## src/rtl/core/rtpt_pkg.sv

```systemverilog
// Package for the region transition pattern table: sizes, operation codes,
// configuration indices and reset values. No dependencies.
`timescale 1ns / 1ps
`default_nettype none
package rtpt_pkg;
    localparam int RTPT_ENTRIES = 256;
    localparam int RTPT_WAYS    = 8;
    localparam int REGION_BLK   = 64;
    localparam int KEY_W        = 18;
    localparam int CONF_W       = 4;

    localparam logic [1:0] KIND_LOOKUP   = 2'd0;
    localparam logic [1:0] KIND_UPDATE   = 2'd1;
    localparam logic [1:0] KIND_PENALIZE = 2'd2;
    localparam logic [1:0] KIND_UNUSED   = 2'd3;

    localparam logic CFG_MAX_CONF  = 1'b0;
    localparam logic CFG_THRESHOLD = 1'b1;

    localparam logic [CONF_W-1:0] MAX_CONF_RST  = 4'd3;
    localparam logic [CONF_W-1:0] THRESHOLD_RST = 4'd2;
endpackage
`default_nettype wire

```

## src/rtl/core/rtpt_popcnt.sv

```systemverilog
// Bit counter for overlap and union of two 64-block patterns.
// Counts one 16-bit slice per cycle; depends on rtpt_pkg.
`timescale 1ns / 1ps
`default_nettype none
module rtpt_popcnt
    import rtpt_pkg::*;
(
    input  wire logic       clk,
    input  wire logic       rst_n,
    input  wire logic       start,
    input  wire logic [63:0] a,
    input  wire logic [63:0] b,
    output logic            done,
    output logic [6:0]      overlap,
    output logic [6:0]      union_cnt
);
    logic [2:0]  step_reg;
    logic        busy_reg;
    logic [6:0]  ov_reg, un_reg;
    logic [15:0] sa, sb;
    logic [4:0]  ov_s, un_s;

    always_comb
    begin
        sa = a[step_reg[1:0]*16 +: 16];
        sb = b[step_reg[1:0]*16 +: 16];
        ov_s = '0;
        un_s = '0;
        for (int i = 0; i < 16; i++)
        begin
            ov_s = ov_s + 5'(sa[i] & sb[i]);
            un_s = un_s + 5'(sa[i] | sb[i]);
        end
    end

    always_ff @(posedge clk or negedge rst_n)
    begin
        if (!rst_n)
        begin
            busy_reg <= 1'b0;
            step_reg <= '0;
        end
        else if (start)
        begin
            busy_reg <= 1'b1;
            step_reg <= '0;
        end
        else if (busy_reg)
        begin
            step_reg <= step_reg + 3'd1;
            if (step_reg == 3'd3)
                busy_reg <= 1'b0;
        end
    end

    always_ff @(posedge clk)
    begin
        if (start)
        begin
            ov_reg <= '0;
            un_reg <= '0;
        end
        else if (busy_reg)
        begin
            ov_reg <= ov_reg + 7'(ov_s);
            un_reg <= un_reg + 7'(un_s);
        end
    end

    // The totals hold from the cycle after done until the next start.
    assign done      = busy_reg && (step_reg == 3'd3);
    assign overlap   = ov_reg;
    assign union_cnt = un_reg;
endmodule
`default_nettype wire

```

## config.mk

```make
export PLATFORM = sky130hd
export DESIGN_NAME = rtpt_popcnt
export DESIGN_NICKNAME = d
export VERILOG_FILES = /design/src/rtl/core/rtpt_pkg.sv /design/src/rtl/core/rtpt_popcnt.sv
export SDC_FILE = /design/constraint.sdc
export NUM_CORES = 1
export LEC_CHECK = 0
export BUFFER_PORTS_ARGS = -buffer_cell sky130_fd_sc_hd__buf_4
export CORE_ASPECT_RATIO = 0.75
export CORE_UTILIZATION = 48
export DETAILED_ROUTE_END_ITERATION = 12
export GPL_TIMING_DRIVEN = 0
export PLACE_DENSITY = 0.85
export SYNTH_ARGS = -nofsm -noshare
export SYNTH_HDL_FRONTEND = slang
export SYNTH_SLANG_ARGS = --single-unit
```

## constraint.sdc

```tcl
create_clock -name clk -period 12.41 [get_ports clk]
set_input_delay 2.482 -clock clk [delete_from_list [all_inputs] [get_ports clk]]
set_output_delay 2.482 -clock clk [all_outputs]
set_load 0.02 [all_outputs]
```

* After elaboration in Yosys (flattened, before gate mapping)
Index checks and enable logic that the tools add are counted.
** Word-level totals
- Flip-flop bits (word level) :: 18
- Input bits :: 131
- Output and inout port bits :: 15
- Word-level logic and storage cells :: 79
** Cells by class
- Add/sub/neg operators :: 33
- Equal/unequal tests :: 1
- Shift-type cells :: 2
- Multiplexer cells :: 5
- Bitwise gates (word level) :: 32
- Reduce and logical (&&, ||, !) cells :: 2
** Operator list (number)
- $shiftx 64x7->16 :: 2
- $add 5x1->5 :: 22
- $and 1x1->1 :: 16
- $or 1x1->1 :: 16
- $add 7x5->7 :: 2
- $add 4x1->5 :: 2
- $add 3x1->4 :: 2
- $add 2x1->3 :: 2
- $mux 3 :: 2
- $add 1x1->2 :: 2
- $add 3x1->3 const B :: 1
- $eq 3x2->1 const B :: 1
- $mux 1 :: 3
- $reduce_bool 2->1 :: 1
- $logic_and 1x1->1 :: 1

* Logic depth before layout (Yosys ltp)
- Depth after elaboration :: 18
- Depth in mapped cells :: 18

* Worst setup path after synthesis
No wires, ideal clock.
- Path kind :: input to register
- Start :: input b[52]
- End :: register un_reg[6] (netlist: union_cnt[6])
- Arrival :: 7098 ps
- Data required time :: 12289 ps
- Path slack :: 5192 ps
- Stages :: 13
- Cells stage by stage :: mux4_2 -> or2_2 -> fa_1 -> fa_1 -> fa_1 -> inv_1 -> fa_1 -> fa_1 -> fa_1 -> or2b_1 -> a21o_1 -> a21oi_1 -> mux2_2
** On the way
- Word-level cells in the longest chain between the ends :: 15
** RTL lines
- start: declaration :: RTL line rtpt_popcnt.sv:12 : input wire logic [63:0] b,
- $shiftx 64x7->16 :: RTL line rtpt_popcnt.sv:26 : sb = b[step_reg[1:0]*16 +: 16];
- $or 1x1->1 :: RTL line rtpt_popcnt.sv:32 : un_s = un_s + 5'(sa[i] | sb[i]);
- $add 4x1->5 :: RTL line rtpt_popcnt.sv:32
- $add 5x1->5 (11 in a row) :: RTL line rtpt_popcnt.sv:32
- $add 7x5->7 :: RTL line rtpt_popcnt.sv:66 : un_reg <= un_reg + 7'(un_s);
- end signal: assignment :: RTL line rtpt_popcnt.sv:66
- end: declaration :: RTL line rtpt_popcnt.sv:19 : logic [6:0] ov_reg, un_reg;
No other way between the ends.
A chain may end at the register's enable or synchronous reset.

* Worst setup path after layout
Same ends and word-level chain as after synthesis.

==> results.env <==
RUN_STATUS='finished, final reports clean'
FINISH.NET_COUNT=574
DRT-INITIAL-DRC-COUNT=150
WORSTHOLDENDPOINT='union_cnt[1]'
CTSHTREEMAXLEVEL=1
CTS.REPAIR_TIMING.SETUP_BUFFER_COUNT=0
DIE_WIDTH_UM=88.8
SYN_NETS=424
CTS-BUFFERS-INSERTED=3
LEAKAGEPOWER_nW=1.90
SYNTH_SEQ_CELLS=18
PLACER_CONGESTION=0.781
FP.DIEH_UM=67.1
CTS_TREE='yes'
FLOORPLAN.DIE_AREA_MM2=0.00595
VIA_COUNT=2563
WIRE_LENGTH_OF_THE_FIRST_GLOBAL_ROUTING_PASS_UM=12000
SYNTH_ENABLE_FLOP_CELLS=0
FMAX_MHz=136
VIA_CELL_RATIO=5.40
HOLD_VIO_CNT_FINAL=0
PLACE.PORT_BUFFERS=145
ANTENNA_LEFT=0
SYNTHCELLS=251
TIMING.SETUP.CRITICAL_PATH_CLASS='primary input to flip-flop'
R2R_SETUP_SLACK_NS=6.54
POST-ROUTE-DRC-COUNT=0
CTS-ROOT-BUF='clkbuf_8'
AVGSYNTHCELLAREA_UM2=10.8
SETUP-TNS-FINAL_NS=0
TOP_LIBRARY_CELLS_BY_USAGE_IN_THE_LAYOUT_FILL_AND_TAPS_ASIDE='146 x buf_4, 32 x mux4_2, 31 x inv_1'
HOLDPATHSTAGES=2
PERIOD_MINUS_SLACK_NS=7.33
CTS-ROOT-TO-SINK-BUFFERS=2
SEQUENTIAL_AREA_UM2=380
MAXSLEWHEADROOM=0.605
YS.WARNINGS.COUNT=0
SYNTHESIS.AREA_MM2=0.00271
GRT_MAX_DEGREE=11
HPWLAFTERDP_UM=6800
WORST-ENDPOINT-REQUIRED_NS=12.56
AREA_GROW_SYN2LAYOUT_PCT=45.7
MULTIINPUTGATEAREA_MM2=0.00213
PIN_COUNT=146
WORST-SLEW-PIN-TRANSITION_NS=0.592
LAYOUT_COMMONEST_CELL='buf_4'
START_UTIL=0.504
CAP_VIOLATIONS=0
NUMBER_OF_PINS_WITH_NEGATIVE_MAX_SLEW_SLACK_IN_THE_FINAL_REPORT=0
N_ANTENNA_CELL=0
SETUP.WORST_PATH.END_CLASS='flip-flop'
CTS.REPAIR.RESIZED=0
CLK_LATENCY_NS=0.25
TIMING.RR.END='union_cnt[6]'
PATH_MAX_FANOUT=2
FINAL_GLOBAL_ROUTE_OVERFLOW_TOTAL=0
FINALSETUPVIOLATIONS=0
ASYNC_RESET_FF_FRAC=0.222
CORE_AREA_MM2=0.00538
SYNTH_FLOP_CELL='dfxtp_1'
GRTUSAGETOTAL=0.270
DRIVE_ABOVE_1_SHARE=0.493
AVGROUTEDWIREPERCELL_UM=16.5
DRT-TOTAL-WL_UM=7830
VDD.IR_DROP.WORST_V=0.000176
REG2REG_FROM='step_reg[1]'
NUMBER_OF_GLOBAL_ROUTE_VIAS_BEFORE_REPAIR=2602
POST_CTS_HOLD_BUFFER_COUNT=0
WORST_R2R_PATH_DEPTH=15
DRT_FIRST_PASS_ITERS=4
FIN_CRIT_SH=0.591
HOLD_PATH.STARTPOINT='union_cnt[1]'
FILL_CELL_INSTANCE_COUNT_OF_THE_FINAL_LAYOUT=400
PATH_CLK_SLEW_NS=0.07
START_KIND='primary input'
SYNTH_CELL_TYPE_COUNT=45
CTS.SINKS=18
PWR_DENSITY_CELL_mW_PER_MM2=302
HOLD_PATH_CLASS='flip-flop to flip-flop'
TOTAL_POWER_mW=1.19
RSZ0062_AT_GRT='false'
NUMBER_OF_ANTENNA_VIOLATIONS_AT_THE_FIRST_CHECK_IN_GLOBAL_ROUTING=0
FINCLKSKEW_NS=0.00152
PLACEMENTROWS=23
SYNTH_SEQUENTIAL_AREA_RATIO=0.140
TIMING.CRITICAL_PATH.ARRIVAL_NS=7.48
## critical path, cell delays in order
cell and delay, ns:
buf_4 0.11, mux4_2 0.47, or2_2 0.34, fa_1 0.56, fa_1 0.47, fa_1 0.55
inv_1 0.06, fa_1 0.50, fa_1 0.53, fa_1 0.44, or2b_1 0.25, a21o_1 0.19
a21oi_1 0.18, mux2_2 0.35
## Yosys cell counts (5+ instances only)
cell      count  area share
mux4_2       32        0.27
inv_1        31       0.043
fa_1         24        0.18
nor2_1       22       0.030
ha_1         18       0.083
nand2_1      17       0.024
dfxtp_1      14        0.10
and2_1        8       0.018
a21oi_1       6       0.011
or2_1         6       0.014
a211oi_1      5       0.014
buf_2         5      0.0092
nor3b_1       5       0.014
## final cells by class
class | instances | area share
repair buffers | 145 | 0.276
inverters | 31 | 0.0295
well taps | 75 | 0.0238
flip-flops and latches | 18 | 0.0964
clock buffers | 4 | 0.0139
multi-input cells | 188 | 0.539
plain buffers | 14 | 0.0216
## worst max path at each step
stage               startpoint           end  cells after the start
floorplan                b[52]  union_cnt[6]                     13
global placement         b[52]  union_cnt[6]                     14
detailed placement       b[52]  union_cnt[6]                     14
CTS                      b[52]  union_cnt[6]                     14
global route             b[52]  union_cnt[6]                     14
finish                   b[52]  union_cnt[6]                     14
## kinds of logic after synthesis
kind of cell	after synthesis	synth area share
buf+inv	45	0.0743
flops	18	0.140
simple gates	81	0.163
xor+xnor	3	0.00970
fa+ha+maj	42	0.260
compound gates	24	0.0633
mux	38	0.289
## where the power goes
group | internal [mW] | leakage (nW) | switching (mW) | total (mW)
combinational | 0.500 | 1.71 | 0.542 | 1.04
clock | 0.0282 | 0.0288 | 0.0209 | 0.0491
sequential | 0.0839 | 0.164 | 0.0163 | 0.100
total | 0.613 | 1.90 | 0.579 | 1.19
## per-layer routing
metal,track usage,vias to the layer above,wire length (um)
met5,0,-,0
met4,0.0363,0,57
met3,0.0508,10,480
met2,0.479,117,4220
met1,0.351,1237,3060
li1,-,1199,-
## per-stage QoR
stage / setup WS, ns / std cells / instance area, um2 / util / hold slack (ns)
after floorplan: 5.19 / 251 / 2710 / - / 0.526
after global placement: 4.89 / 471 / 3890 / 0.723 / 0.491
after detailed placement: 4.82 / 471 / 3890 / 0.723 / 0.499
after CTS: 5.11 / 475 / 3950 / 0.734 / 0.508
after global routing: 4.95 / 475 / 3950 / 0.734 / 0.556
final: 5.08 / 475 / 3950 / 0.734 / 0.507
(Power assumes the default switching activity.)
